$ cat config.mk
export PLATFORM = sky130hd
export DESIGN_NAME = pulse_count_temperature_ascii
export DESIGN_NICKNAME = d
export VERILOG_FILES = /design/src/pct_pkg.sv /design/src/pct_classify.sv /design/src/pct_bcd.sv /design/src/pct_queue.sv /design/src/pct_emit.sv /design/src/pulse_count_temperature_ascii.sv
export SDC_FILE = /design/constraint.sdc
export NUM_CORES = 2
export LEC_CHECK = 0
export ABC_CLOCK_PERIOD_IN_PS = 10440
export BUFFER_PORTS_ARGS = -buffer_cell sky130_fd_sc_hd__buf_2
export CAP_MARGIN = 5
export CORE_MARGIN = 2
export CORE_UTILIZATION = 40
export DETAILED_ROUTE_END_ITERATION = 16
export RECOVER_POWER = 100
export SETUP_SLACK_MARGIN = 0.4
export SYNTH_ARGS = -nofsm -noshare
export SYNTH_HDL_FRONTEND = slang
export SYNTH_HIERARCHICAL = 1
export SYNTH_SLANG_ARGS = --single-unit
$ cat constraint.sdc
create_clock -name clock -period 10.44 [get_ports clock]
set_input_delay 1.044 -clock clock [delete_from_list [all_inputs] [get_ports clock]]
set_output_delay 1.044 -clock clock [all_outputs]
set_load 0.01 [all_outputs]
$ cat src/pct_pkg.sv
`default_nettype none
// ----------------------------------------------------------------------------
// pct_pkg
// Shared types, codes and constants of the pulse count ASCII line formatter.
// ----------------------------------------------------------------------------
package pct_pkg;

   // input op codes
   localparam logic OP_RAW  = 1'b0;
   localparam logic OP_TEMP = 1'b1;

   typedef struct packed {
      logic        op;
      logic [31:0] pulse_count;
   } pct_req_type;

   typedef struct packed {
      logic [7:0] char_code;
      logic       last;
   } pct_rsp_type;

   typedef enum logic [1:0] {
      LINE_RAW,
      LINE_TEMP,
      LINE_OVER
   } pct_kind_type;

   // job handed from the classifier to the decimal converter
   typedef struct packed {
      pct_kind_type kind;
      logic         neg;
      logic [31:0]  value;
   } pct_job_type;

   // decoded line waiting for the character sequencer; digits[0] is the ones place
   typedef struct packed {
      pct_kind_type    kind;
      logic            neg;
      logic [9:0][3:0] digits;
   } pct_line_type;

   // divide by 103: floor reciprocal, quotient low by at most one, fixed after
   localparam logic [6:0]  DIVISOR   = 7'd103;
   localparam logic [31:0] DIV_RECIP = 32'd2668717543;
   localparam int          DIV_SHIFT = 38;
   localparam int          QUOT_W    = 64 - DIV_SHIFT;

   // temperature segments, magnitude in 0.0001 C
   localparam int MAG_W = 20;
   localparam int SEG_N = 7;
   localparam logic [10:0] SEG_LO [SEG_N] =
      '{11'd1443, 11'd1284, 11'd1125, 11'd966, 11'd808, 11'd651, 11'd494};
   localparam logic [10:0] SEG_HI [SEG_N] =
      '{11'd1602, 11'd1443, 11'd1284, 11'd1125, 11'd966, 11'd808, 11'd651};
   localparam logic [9:0] SEG_COEF [SEG_N] =
      '{10'd629, 10'd629, 10'd629, 10'd629, 10'd633, 10'd637, 10'd637};
   localparam logic [MAG_W-1:0] SEG_BASE [SEG_N] =
      '{20'd400000, 20'd300000, 20'd200000, 20'd100000, 20'd0, 20'd100000, 20'd200000};
   localparam logic SEG_NEG [SEG_N] = '{1'b0, 1'b0, 1'b0, 1'b0, 1'b0, 1'b1, 1'b1};

   // two binary bits per conversion step
   localparam int          BCD_STEPS = 16;
   localparam logic [3:0]  STEP_LAST = 4'(BCD_STEPS - 1);

   // character positions of the final character
   localparam logic [3:0] POS_LAST_SHORT = 4'd12;
   localparam logic [3:0] POS_LAST_OVER  = 4'd15;

   // ASCII
   localparam logic [7:0] CH_NL    = 8'h0A;
   localparam logic [7:0] CH_SPACE = 8'h20;
   localparam logic [7:0] CH_PLUS  = 8'h2B;
   localparam logic [7:0] CH_MINUS = 8'h2D;
   localparam logic [7:0] CH_POINT = 8'h2E;
   localparam logic [7:0] CH_ZERO  = 8'h30;
   localparam logic [7:0] CH_C     = 8'h43;
   localparam logic [7:0] CH_X     = 8'h78;

endpackage
`default_nettype wire

$ cat src/pct_classify.sv
`default_nettype none
// ----------------------------------------------------------------------------
// pct_classify
// Front pipeline: accept, divide by 103, pick the temperature segment and
// form the value to print.
// ----------------------------------------------------------------------------
module pct_classify
   import pct_pkg::*;
(
   input  wire logic        clock,
   input  wire logic        reset,
   input  wire logic        req_valid,
   output logic             req_ready,
   input  wire pct_req_type req_data,
   output logic             job_valid,
   input  wire logic        job_ready,
   output pct_job_type      job_data
);

   logic              advance;
   logic              v1_ff, v2_ff, v3_ff, job_valid_ff;
   logic              op1_ff, op2_ff, op3_ff;
   logic [31:0]       cnt1_ff, cnt2_ff, cnt3_ff;
   logic [QUOT_W-1:0] q2_ff, q3_ff;
   logic [QUOT_W-1:0] q2_in, q3_in;
   pct_job_type       job_ff, job_in;

   logic [63:0]       prod;
   logic [32:0]       q_times_div;
   logic [32:0]       rem;

   logic              hit;
   logic [9:0]        coef;
   logic [7:0]        off;
   logic [MAG_W-1:0]  base;
   logic              neg;
   logic [17:0]       scaled;
   logic [MAG_W-1:0]  mag;

   // whole pipe holds while the output job is stalled
   assign advance   = ~job_valid_ff | job_ready;
   assign req_ready = advance;
   assign job_valid = job_valid_ff;
   assign job_data  = job_ff;

   always_comb begin
      prod        = {32'd0, cnt1_ff} * {32'd0, DIV_RECIP};
      q2_in       = prod[63:DIV_SHIFT];
      q_times_div = 33'(q2_ff) * 33'(DIVISOR);
      rem         = {1'b0, cnt2_ff} - q_times_div;
      q3_in       = (rem >= 33'(DIVISOR)) ? q2_ff + 1'b1 : q2_ff;
   end

   always_comb begin
      hit  = 1'b0;
      coef = '0;
      off  = '0;
      base = '0;
      neg  = 1'b0;
      for (int i = 0; i < SEG_N; i++) begin
         if (q3_ff >= QUOT_W'(SEG_LO[i]) && q3_ff < QUOT_W'(SEG_HI[i])) begin
            hit  = 1'b1;
            coef = SEG_COEF[i];
            off  = 8'(q3_ff - QUOT_W'(SEG_LO[i]));
            base = SEG_BASE[i];
            neg  = SEG_NEG[i];
         end
      end
      scaled = {8'd0, coef} * {10'd0, off};
      mag    = neg ? base - MAG_W'(scaled) : base + MAG_W'(scaled);

      job_in.neg = 1'b0;
      if (op3_ff == OP_TEMP && hit) begin
         job_in.kind  = LINE_TEMP;
         job_in.neg   = neg;
         job_in.value = {{(32 - MAG_W){1'b0}}, mag};
      end else if (op3_ff == OP_TEMP) begin
         job_in.kind  = LINE_OVER;
         job_in.value = cnt3_ff;
      end else begin
         job_in.kind  = LINE_RAW;
         job_in.value = cnt3_ff;
      end
   end

   always_ff @(posedge clock) begin
      if (reset) begin
         v1_ff        <= 1'b0;
         v2_ff        <= 1'b0;
         v3_ff        <= 1'b0;
         job_valid_ff <= 1'b0;
      end else if (advance) begin
         v1_ff        <= req_valid;
         v2_ff        <= v1_ff;
         v3_ff        <= v2_ff;
         job_valid_ff <= v3_ff;
      end
   end

   always_ff @(posedge clock) begin
      if (advance) begin
         op1_ff  <= req_data.op;
         cnt1_ff <= req_data.pulse_count;
         op2_ff  <= op1_ff;
         cnt2_ff <= cnt1_ff;
         q2_ff   <= q2_in;
         op3_ff  <= op2_ff;
         cnt3_ff <= cnt2_ff;
         q3_ff   <= q3_in;
         job_ff  <= job_in;
      end
   end

endmodule
`default_nettype wire

$ cat src/pct_bcd.sv
`default_nettype none
// ----------------------------------------------------------------------------
// pct_bcd
// Binary to ten-digit BCD converter, shift-and-add-3, two bits per cycle.
// ----------------------------------------------------------------------------
module pct_bcd
   import pct_pkg::*;
(
   input  wire logic        clock,
   input  wire logic        reset,
   input  wire logic        job_valid,
   output logic             job_ready,
   input  wire pct_job_type job_data,
   output logic             line_valid,
   input  wire logic        line_ready,
   output pct_line_type     line_data
);

   function automatic logic [9:0][3:0] add3(input logic [9:0][3:0] d);
      logic [9:0][3:0] r;
      for (int k = 0; k < 10; k++) begin
         r[k] = (d[k] >= 4'd5) ? d[k] + 4'd3 : d[k];
      end
      return r;
   endfunction

   logic            busy_ff, busy_in;
   logic            done_ff, done_in;
   logic [3:0]      step_ff, step_in;
   logic [31:0]     bin_ff, bin_in;
   logic [9:0][3:0] bcd_ff, bcd_in;
   pct_kind_type    kind_ff, kind_in;
   logic            neg_ff, neg_in;
   logic [39:0]     t1, t2;
   logic            load;

   assign job_ready        = ~busy_ff & (~done_ff | line_ready);
   assign load             = job_valid & job_ready;
   assign line_valid       = done_ff;
   assign line_data.kind   = kind_ff;
   assign line_data.neg    = neg_ff;
   assign line_data.digits = bcd_ff;

   always_comb begin
      t1 = add3(bcd_ff);
      t1 = {t1[38:0], bin_ff[31]};
      t2 = add3(t1);
      t2 = {t2[38:0], bin_ff[30]};

      busy_in = busy_ff;
      done_in = done_ff;
      step_in = step_ff;
      bin_in  = bin_ff;
      bcd_in  = bcd_ff;
      kind_in = kind_ff;
      neg_in  = neg_ff;
      if (load) begin
         busy_in = 1'b1;
         done_in = 1'b0;
         step_in = '0;
         bin_in  = job_data.value;
         bcd_in  = '0;
         kind_in = job_data.kind;
         neg_in  = job_data.neg;
      end else if (busy_ff) begin
         bcd_in  = t2;
         bin_in  = {bin_ff[29:0], 2'b00};
         step_in = step_ff + 1'b1;
         if (step_ff == STEP_LAST) begin
            busy_in = 1'b0;
            done_in = 1'b1;
         end
      end else if (done_ff && line_ready) begin
         done_in = 1'b0;
      end
   end

   always_ff @(posedge clock) begin
      if (reset) begin
         busy_ff <= 1'b0;
         done_ff <= 1'b0;
      end else begin
         busy_ff <= busy_in;
         done_ff <= done_in;
      end
   end

   always_ff @(posedge clock) begin
      step_ff <= step_in;
      bin_ff  <= bin_in;
      bcd_ff  <= bcd_in;
      kind_ff <= kind_in;
      neg_ff  <= neg_in;
   end

endmodule
`default_nettype wire

$ cat src/pct_queue.sv
`default_nettype none
// ----------------------------------------------------------------------------
// pct_queue
// Two-entry queue of decoded lines between the front and the back end.
// ----------------------------------------------------------------------------
module pct_queue
   import pct_pkg::*;
(
   input  wire logic         clock,
   input  wire logic         reset,
   input  wire logic         in_valid,
   output logic              in_ready,
   input  wire pct_line_type in_data,
   output logic              out_valid,
   input  wire logic         out_ready,
   output pct_line_type      out_data
);

   pct_line_type entry_ff [2];
   logic         wr_ptr_ff, wr_ptr_in;
   logic         rd_ptr_ff, rd_ptr_in;
   logic [1:0]   count_ff, count_in;
   logic         push, pop;

   assign in_ready  = (count_ff != 2'd2);
   assign out_valid = (count_ff != 2'd0);
   assign out_data  = entry_ff[rd_ptr_ff];
   assign push      = in_valid & in_ready;
   assign pop       = out_valid & out_ready;

   always_comb begin
      wr_ptr_in = push ? ~wr_ptr_ff : wr_ptr_ff;
      rd_ptr_in = pop ? ~rd_ptr_ff : rd_ptr_ff;
      count_in  = count_ff + {1'b0, push} - {1'b0, pop};
   end

   always_ff @(posedge clock) begin
      if (reset) begin
         wr_ptr_ff <= 1'b0;
         rd_ptr_ff <= 1'b0;
         count_ff  <= 2'd0;
      end else begin
         wr_ptr_ff <= wr_ptr_in;
         rd_ptr_ff <= rd_ptr_in;
         count_ff  <= count_in;
      end
   end

   always_ff @(posedge clock) begin
      if (push) begin
         entry_ff[wr_ptr_ff] <= in_data;
      end
   end

endmodule
`default_nettype wire

$ cat src/pct_emit.sv
`default_nettype none
// ----------------------------------------------------------------------------
// pct_emit
// Back end: walks one decoded line and sends it a character per transaction.
// ----------------------------------------------------------------------------
module pct_emit
   import pct_pkg::*;
(
   input  wire logic         clock,
   input  wire logic         reset,
   input  wire logic         line_valid,
   output logic              line_ready,
   input  wire pct_line_type line_data,
   output logic              rsp_valid,
   input  wire logic         rsp_ready,
   output pct_rsp_type       rsp_data
);

   logic [3:0]  pos_ff, pos_in;
   logic        rsp_valid_ff, rsp_valid_in;
   pct_rsp_type rsp_ff, rsp_in;
   logic        load;
   logic        is_last;
   logic [3:0]  dig_idx;
   logic [3:0]  dig;
   logic [7:0]  dig_char;
   logic [7:0]  ch;

   assign rsp_valid  = rsp_valid_ff;
   assign rsp_data   = rsp_ff;
   assign load       = line_valid & (~rsp_valid_ff | rsp_ready);
   assign line_ready = load & is_last;

   always_comb begin
      is_last  = (line_data.kind == LINE_OVER) ? (pos_ff == POS_LAST_OVER)
                                               : (pos_ff == POS_LAST_SHORT);
      // temperature prints places 5..0, count prints places 9..0
      dig_idx  = (line_data.kind == LINE_TEMP) ? 4'd9 - pos_ff : 4'd11 - pos_ff;
      dig      = (dig_idx <= 4'd9) ? line_data.digits[dig_idx] : 4'd0;
      dig_char = CH_ZERO + {4'd0, dig};

      unique case (line_data.kind)
         LINE_TEMP: begin
            unique case (pos_ff)
               4'd0:    ch = CH_NL;
               4'd1:    ch = line_data.neg ? CH_MINUS : CH_PLUS;
               4'd2:    ch = CH_SPACE;
               4'd3:    ch = CH_ZERO + {4'd0, line_data.digits[5]};
               4'd4:    ch = CH_ZERO + {4'd0, line_data.digits[4]};
               4'd5:    ch = CH_POINT;
               4'd10:   ch = CH_SPACE;
               4'd11:   ch = CH_C;
               4'd12:   ch = CH_NL;
               default: ch = dig_char;
            endcase
         end
         LINE_OVER: begin
            unique case (pos_ff)
               4'd0:    ch = CH_NL;
               4'd1:    ch = CH_X;
               4'd12:   ch = CH_SPACE;
               4'd13:   ch = CH_C;
               4'd14:   ch = CH_NL;
               4'd15:   ch = CH_NL;
               default: ch = dig_char;
            endcase
         end
         default: begin
            unique case (pos_ff)
               4'd0:    ch = CH_NL;
               4'd1:    ch = CH_SPACE;
               4'd12:   ch = CH_NL;
               default: ch = dig_char;
            endcase
         end
      endcase

      pos_in       = pos_ff;
      rsp_in       = rsp_ff;
      rsp_valid_in = rsp_valid_ff & ~rsp_ready;
      if (load) begin
         pos_in           = is_last ? 4'd0 : pos_ff + 1'b1;
         rsp_in.char_code = ch;
         rsp_in.last      = is_last;
         rsp_valid_in     = 1'b1;
      end
   end

   always_ff @(posedge clock) begin
      if (reset) begin
         pos_ff       <= 4'd0;
         rsp_valid_ff <= 1'b0;
      end else begin
         pos_ff       <= pos_in;
         rsp_valid_ff <= rsp_valid_in;
      end
   end

   always_ff @(posedge clock) begin
      rsp_ff <= rsp_in;
   end

endmodule
`default_nettype wire

$ cat src/pulse_count_temperature_ascii.sv
`default_nettype none
// ----------------------------------------------------------------------------
// pulse_count_temperature_ascii
// Formats a sensor pulse count as an ASCII line: raw decimal count, or the
// count converted to a temperature in C.
//
//   channel   ports               payload        moves
//   request   req_valid/ready     pct_req_type   one count and mode
//   response  rsp_valid/ready     pct_rsp_type   one character, last flag
//
// A line is 13 characters, 16 when the temperature is out of range.
// Throughput is set by the decimal converter: it takes a new count only after
// its load and 16 two-bit steps, once its line is taken; the character back end runs in parallel.
// A count passes the classifier pipe, the converter and the queue before its first character.
// A two-line queue lets the front keep converting while the response stalls.
// Synchronous reset clears all control state; no clearing pass.
// ----------------------------------------------------------------------------
module pulse_count_temperature_ascii
   import pct_pkg::*;
(
   input  wire logic        clock,
   input  wire logic        reset,
   input  wire logic        req_valid,
   output logic             req_ready,
   input  wire pct_req_type req_data,
   output logic             rsp_valid,
   input  wire logic        rsp_ready,
   output pct_rsp_type      rsp_data
);

   logic         job_valid, job_ready;
   pct_job_type  job_data;
   logic         conv_valid, conv_ready;
   pct_line_type conv_data;
   logic         line_valid, line_ready;
   pct_line_type line_data;

   pct_classify u_classify (
      .clock     (clock),
      .reset     (reset),
      .req_valid (req_valid),
      .req_ready (req_ready),
      .req_data  (req_data),
      .job_valid (job_valid),
      .job_ready (job_ready),
      .job_data  (job_data)
   );

   pct_bcd u_bcd (
      .clock      (clock),
      .reset      (reset),
      .job_valid  (job_valid),
      .job_ready  (job_ready),
      .job_data   (job_data),
      .line_valid (conv_valid),
      .line_ready (conv_ready),
      .line_data  (conv_data)
   );

   pct_queue u_queue (
      .clock     (clock),
      .reset     (reset),
      .in_valid  (conv_valid),
      .in_ready  (conv_ready),
      .in_data   (conv_data),
      .out_valid (line_valid),
      .out_ready (line_ready),
      .out_data  (line_data)
   );

   pct_emit u_emit (
      .clock      (clock),
      .reset      (reset),
      .line_valid (line_valid),
      .line_ready (line_ready),
      .line_data  (line_data),
      .rsp_valid  (rsp_valid),
      .rsp_ready  (rsp_ready),
      .rsp_data   (rsp_data)
   );

endmodule
`default_nettype wire
==> results.md <==
* Status: finished with violations
* Violated checks: max-capacitance violations, max-slew violations
* Total number of vias at 28800
* Final Hold Viols at 0
* Slowest stage delay, CP at 0.57 ns
* Die width at 333 um
* First-pass GRT wire length at between 150 and 200 mm
* Die height at about 330 um
* Clock buffer count from CTS at 45
* IO Count at 48
* # DRC at 0
* DRT iter0 DRCs at 1944
* Largest net degree at the start of global routing at 76
* Initial Util at 0.403
* CTS max path bufs at 3
* Top-area cell type share of the netlist area at 0.253
* Drt first pass iters at 7
* Post-Syn Nets at about 5200
* Crit path launch type: flip-flop
* Post-synth EDFFs at 315
* Worst Path Required at ~11 ns
* Capturing point of the worst reg2reg path: u_classify/job_data[19]
* Row count at 120
* Mux share of post-synthesis cell area at 0.0344
* CP max FO at 6
* FF-to-FF path depth at 36
* Vias in the first global route at about 30000
* Clock Latency Late Sink at 0.62 ns
* Total GRT Usage at 0.197
* Crit end category: flip-flop
* Synth Register Bits at ~380
* Die Area at about 0.11 mm^2
* Mapped Area at 0.0432 mm^2
* CP startpoint: u_classify/q3_ff[2]
* Final setup vio count at 0
* Ys async rst share at 0
* Period minus WS final at about 9.7 ns
* CTS tree: built
* Setup_tns at 0 ns
* Commonest non-fill, non-tap cells in the layout: inv_1 (857), ha_1 (597), fa_1 (546)
* Critical Setup Path Class: flip-flop to flip-flop
* Nets at approximately 5300
* Worst-Margin Slew at approximately 4.3 ns
* Main flop type after synthesis: edfxtp_1
* Cell accounting for the most synthesized area: fa_1
* CTS clk-pin slew, worst paths at roughly 0.060 ns
* Clock sink count at 375
* Synth warn at 6
* RSZ-0062 raised after global routing: no
* ANT nets after route at 0
* Diodes inserted at 0
* Hpwl dp at between 80 and 90 mm
* Type of the most critical hold path: flip-flop to flip-flop
* Area Overhead vs Synth at 8.07%
* Synth Area in XOR/XNOR at 0.0261
* Simple-gate area share of the yosys netlist at 0.0810
* Slowest CP cell: fa_1
* Max-cap violation count at 13
* Synth Area in Compound Gates at 0.0998
* Most common cell on crit path: inv_1
* Initial antenna violation count at 2
* Maximum clock rate at around 100 MHz
* Slew HR at -1.88
* CTS Root Cell: clkbuf_16
* Core Area at roughly 0.11 mm^2
* Most common cell after layout, fill and taps aside: inv_1
* Final Skew at around 0.027 ns
* Vias per inst at approximately 5.2
* Netlist cell types at roughly 110
* IO Port Bufs at between 40 and 50
* Drt total wl at 106 mm
* Grt ovf at 0
* Share of cells above drive strength 1 at 0.0649
* WHS at 0.432 ns
* Critical path endpoint: u_classify/job_data[19]
* Sequential area share after synthesis at 0.247
* Reg2reg setup slack at 0.71 ns
* WP data arrival at just over 10 ns
* Reg2reg start: u_classify/q3_ff[2]
* Synth top area cells: fa_1 (25%), edfxtp_1 (22%), ha_1 (17%)
* Largest family of logic cells by synthesized area: adder cells
* Core Util, Final at 0.436
* Post-synthesis adder-cell area fraction at 0.426
* Avg Inst Size Synth at between 10 and 15 um^2
* Pins over their slew limit at approximately 530
* Mapped Cells at 4017
* WL per Instance at about 19 um
* Htree depth at 2
* Tcrit/Tclk final at 0.932
* Routability cong. at around 0.90
worst min-delay path by stage:
| stage | cells after the start | end | from |
|---|---|---|---|
| 2_1_floorplan | 0 | u_bcd/kind_ff[0] | u_classify/job_data[33] |
| 6_report | 0 | u_classify/op2_ff | u_classify/op1_ff |
| 3_5_place_dp | 0 | u_classify/op3_ff | u_classify/op2_ff |
| 4_1_cts | 0 | u_classify/op2_ff | u_classify/op1_ff |
| 5_1_grt | 0 | u_queue/entry_ff[1][42] | u_bcd/kind_ff[1] |
| 3_3_place_gp | 0 | u_classify/op3_ff | u_classify/op2_ff |
cells in the mapped netlist (11+ instances only):
cell type  number
nor4_1         14
a211oi_1       22
o311ai_0       22
nor3_1         44
a2bb2oi_1      12
edfxtp_1      315
ha_1          598
inv_1         858
xor2_1         33
a31oi_1        21
nand2_1       166
clkbuf_1       56
dfxtp_1        60
nand4_1        25
a21o_1         52
nor2b_1        13
and3_1         31
a21oi_1       161
and2_1         42
o21a_1         30
xnor2_1        94
a221oi_1       11
nor3b_1        11
nor2_1        163
mux2_2         41
nand4b_1       11
o21ai_0       130
or3_1          18
nand3b_1       11
o211ai_1       21
mux2i_1        23
nand2b_1       41
fa_1          546
o31ai_1        11
o22ai_1        17
mux2_4         42
nand3_1        43
sequential cells by signal (all words and copies together), names as in the netlist, 2 cells and up, named ones only:
name	cells
u_classify/cnt1_ff	32
u_bcd/line_data	40
u_bcd/bin_ff	32
u_classify/q2_ff	26
u_queue/count_ff	2
u_classify/q3_ff	26
u_emit/rsp_data	8
u_bcd/kind_ff	2
u_classify/cnt2_ff	32
u_classify/cnt3_ff	32
u_emit/pos_ff	4
u_queue/entry_ff	86
u_classify/job_data	35
u_bcd/step_ff	4
critical path: cells and delay by family, from the launching register on:
kind	cells	cell delay (ns)
buffers and inverters	6	0.59
XOR/XNOR	2	0.35
AND/OR/NAND/NOR	7	2.18
adder cells (fa/ha/maj)	7	3.04
flip-flops	1	0.39
AO/OA/AOI/OAI	14	2.87
metrics by stage:
| step | worst slack, ns | instances | instance area, um^2 |
|---|---|---|---|
| global route | 0.219 | 5534 | 46700 |
| global placement | 0.356 | 5451 | 45200 |
| floorplan | 0.573 | 4017 | 43200 |
| CTS | 0.435 | 5533 | 46800 |
| finish | 0.707 | 5534 | 46700 |
| detailed placement | 0.363 | 5451 | 45200 |
cell families after synthesis:
logic type | count (synthesis)
AO/OA/AOI/OAI | 640
XOR/XNOR | 128
adder cells (fa/ha/maj) | 1144
buffers and inverters | 939
flip-flops | 375
multiplexers | 113
other | 1
AND/OR/NAND/NOR | 677
layer usage:
| metal | part of all wire | track usage | vias to the layer above |
|---|---|---|---|
| li1 | - | - | 13700 |
| met1 | 0.46 | 0.278 | 14400 |
| met2 | 0.48 | 0.326 | 585 |
| met3 | 0.043 | 0.0218 | 109 |
| met4 | 0.018 | 0.0389 | 0 |
| met5 | 0 | 0 | - |
cell type report:
type	instances	area, um^2
timing repair buffer	111	603
tap	1403	1760
multi-input combinational	2703	28900
inverter	860	3230
clock inverter	28	374
fill	10200	60400
clock buffer	54	1180
sequential	375	10700
repair_timing:
action	CTS	global route
resized for setup	3	14
setup endpoints to repair	3	8
pin swaps	0	2
setup buffers	0	1
hold buffers	0	0
Power is not shown: default switching activity piles up to over one toggle a cycle in this logic, so the estimate is an artifact.
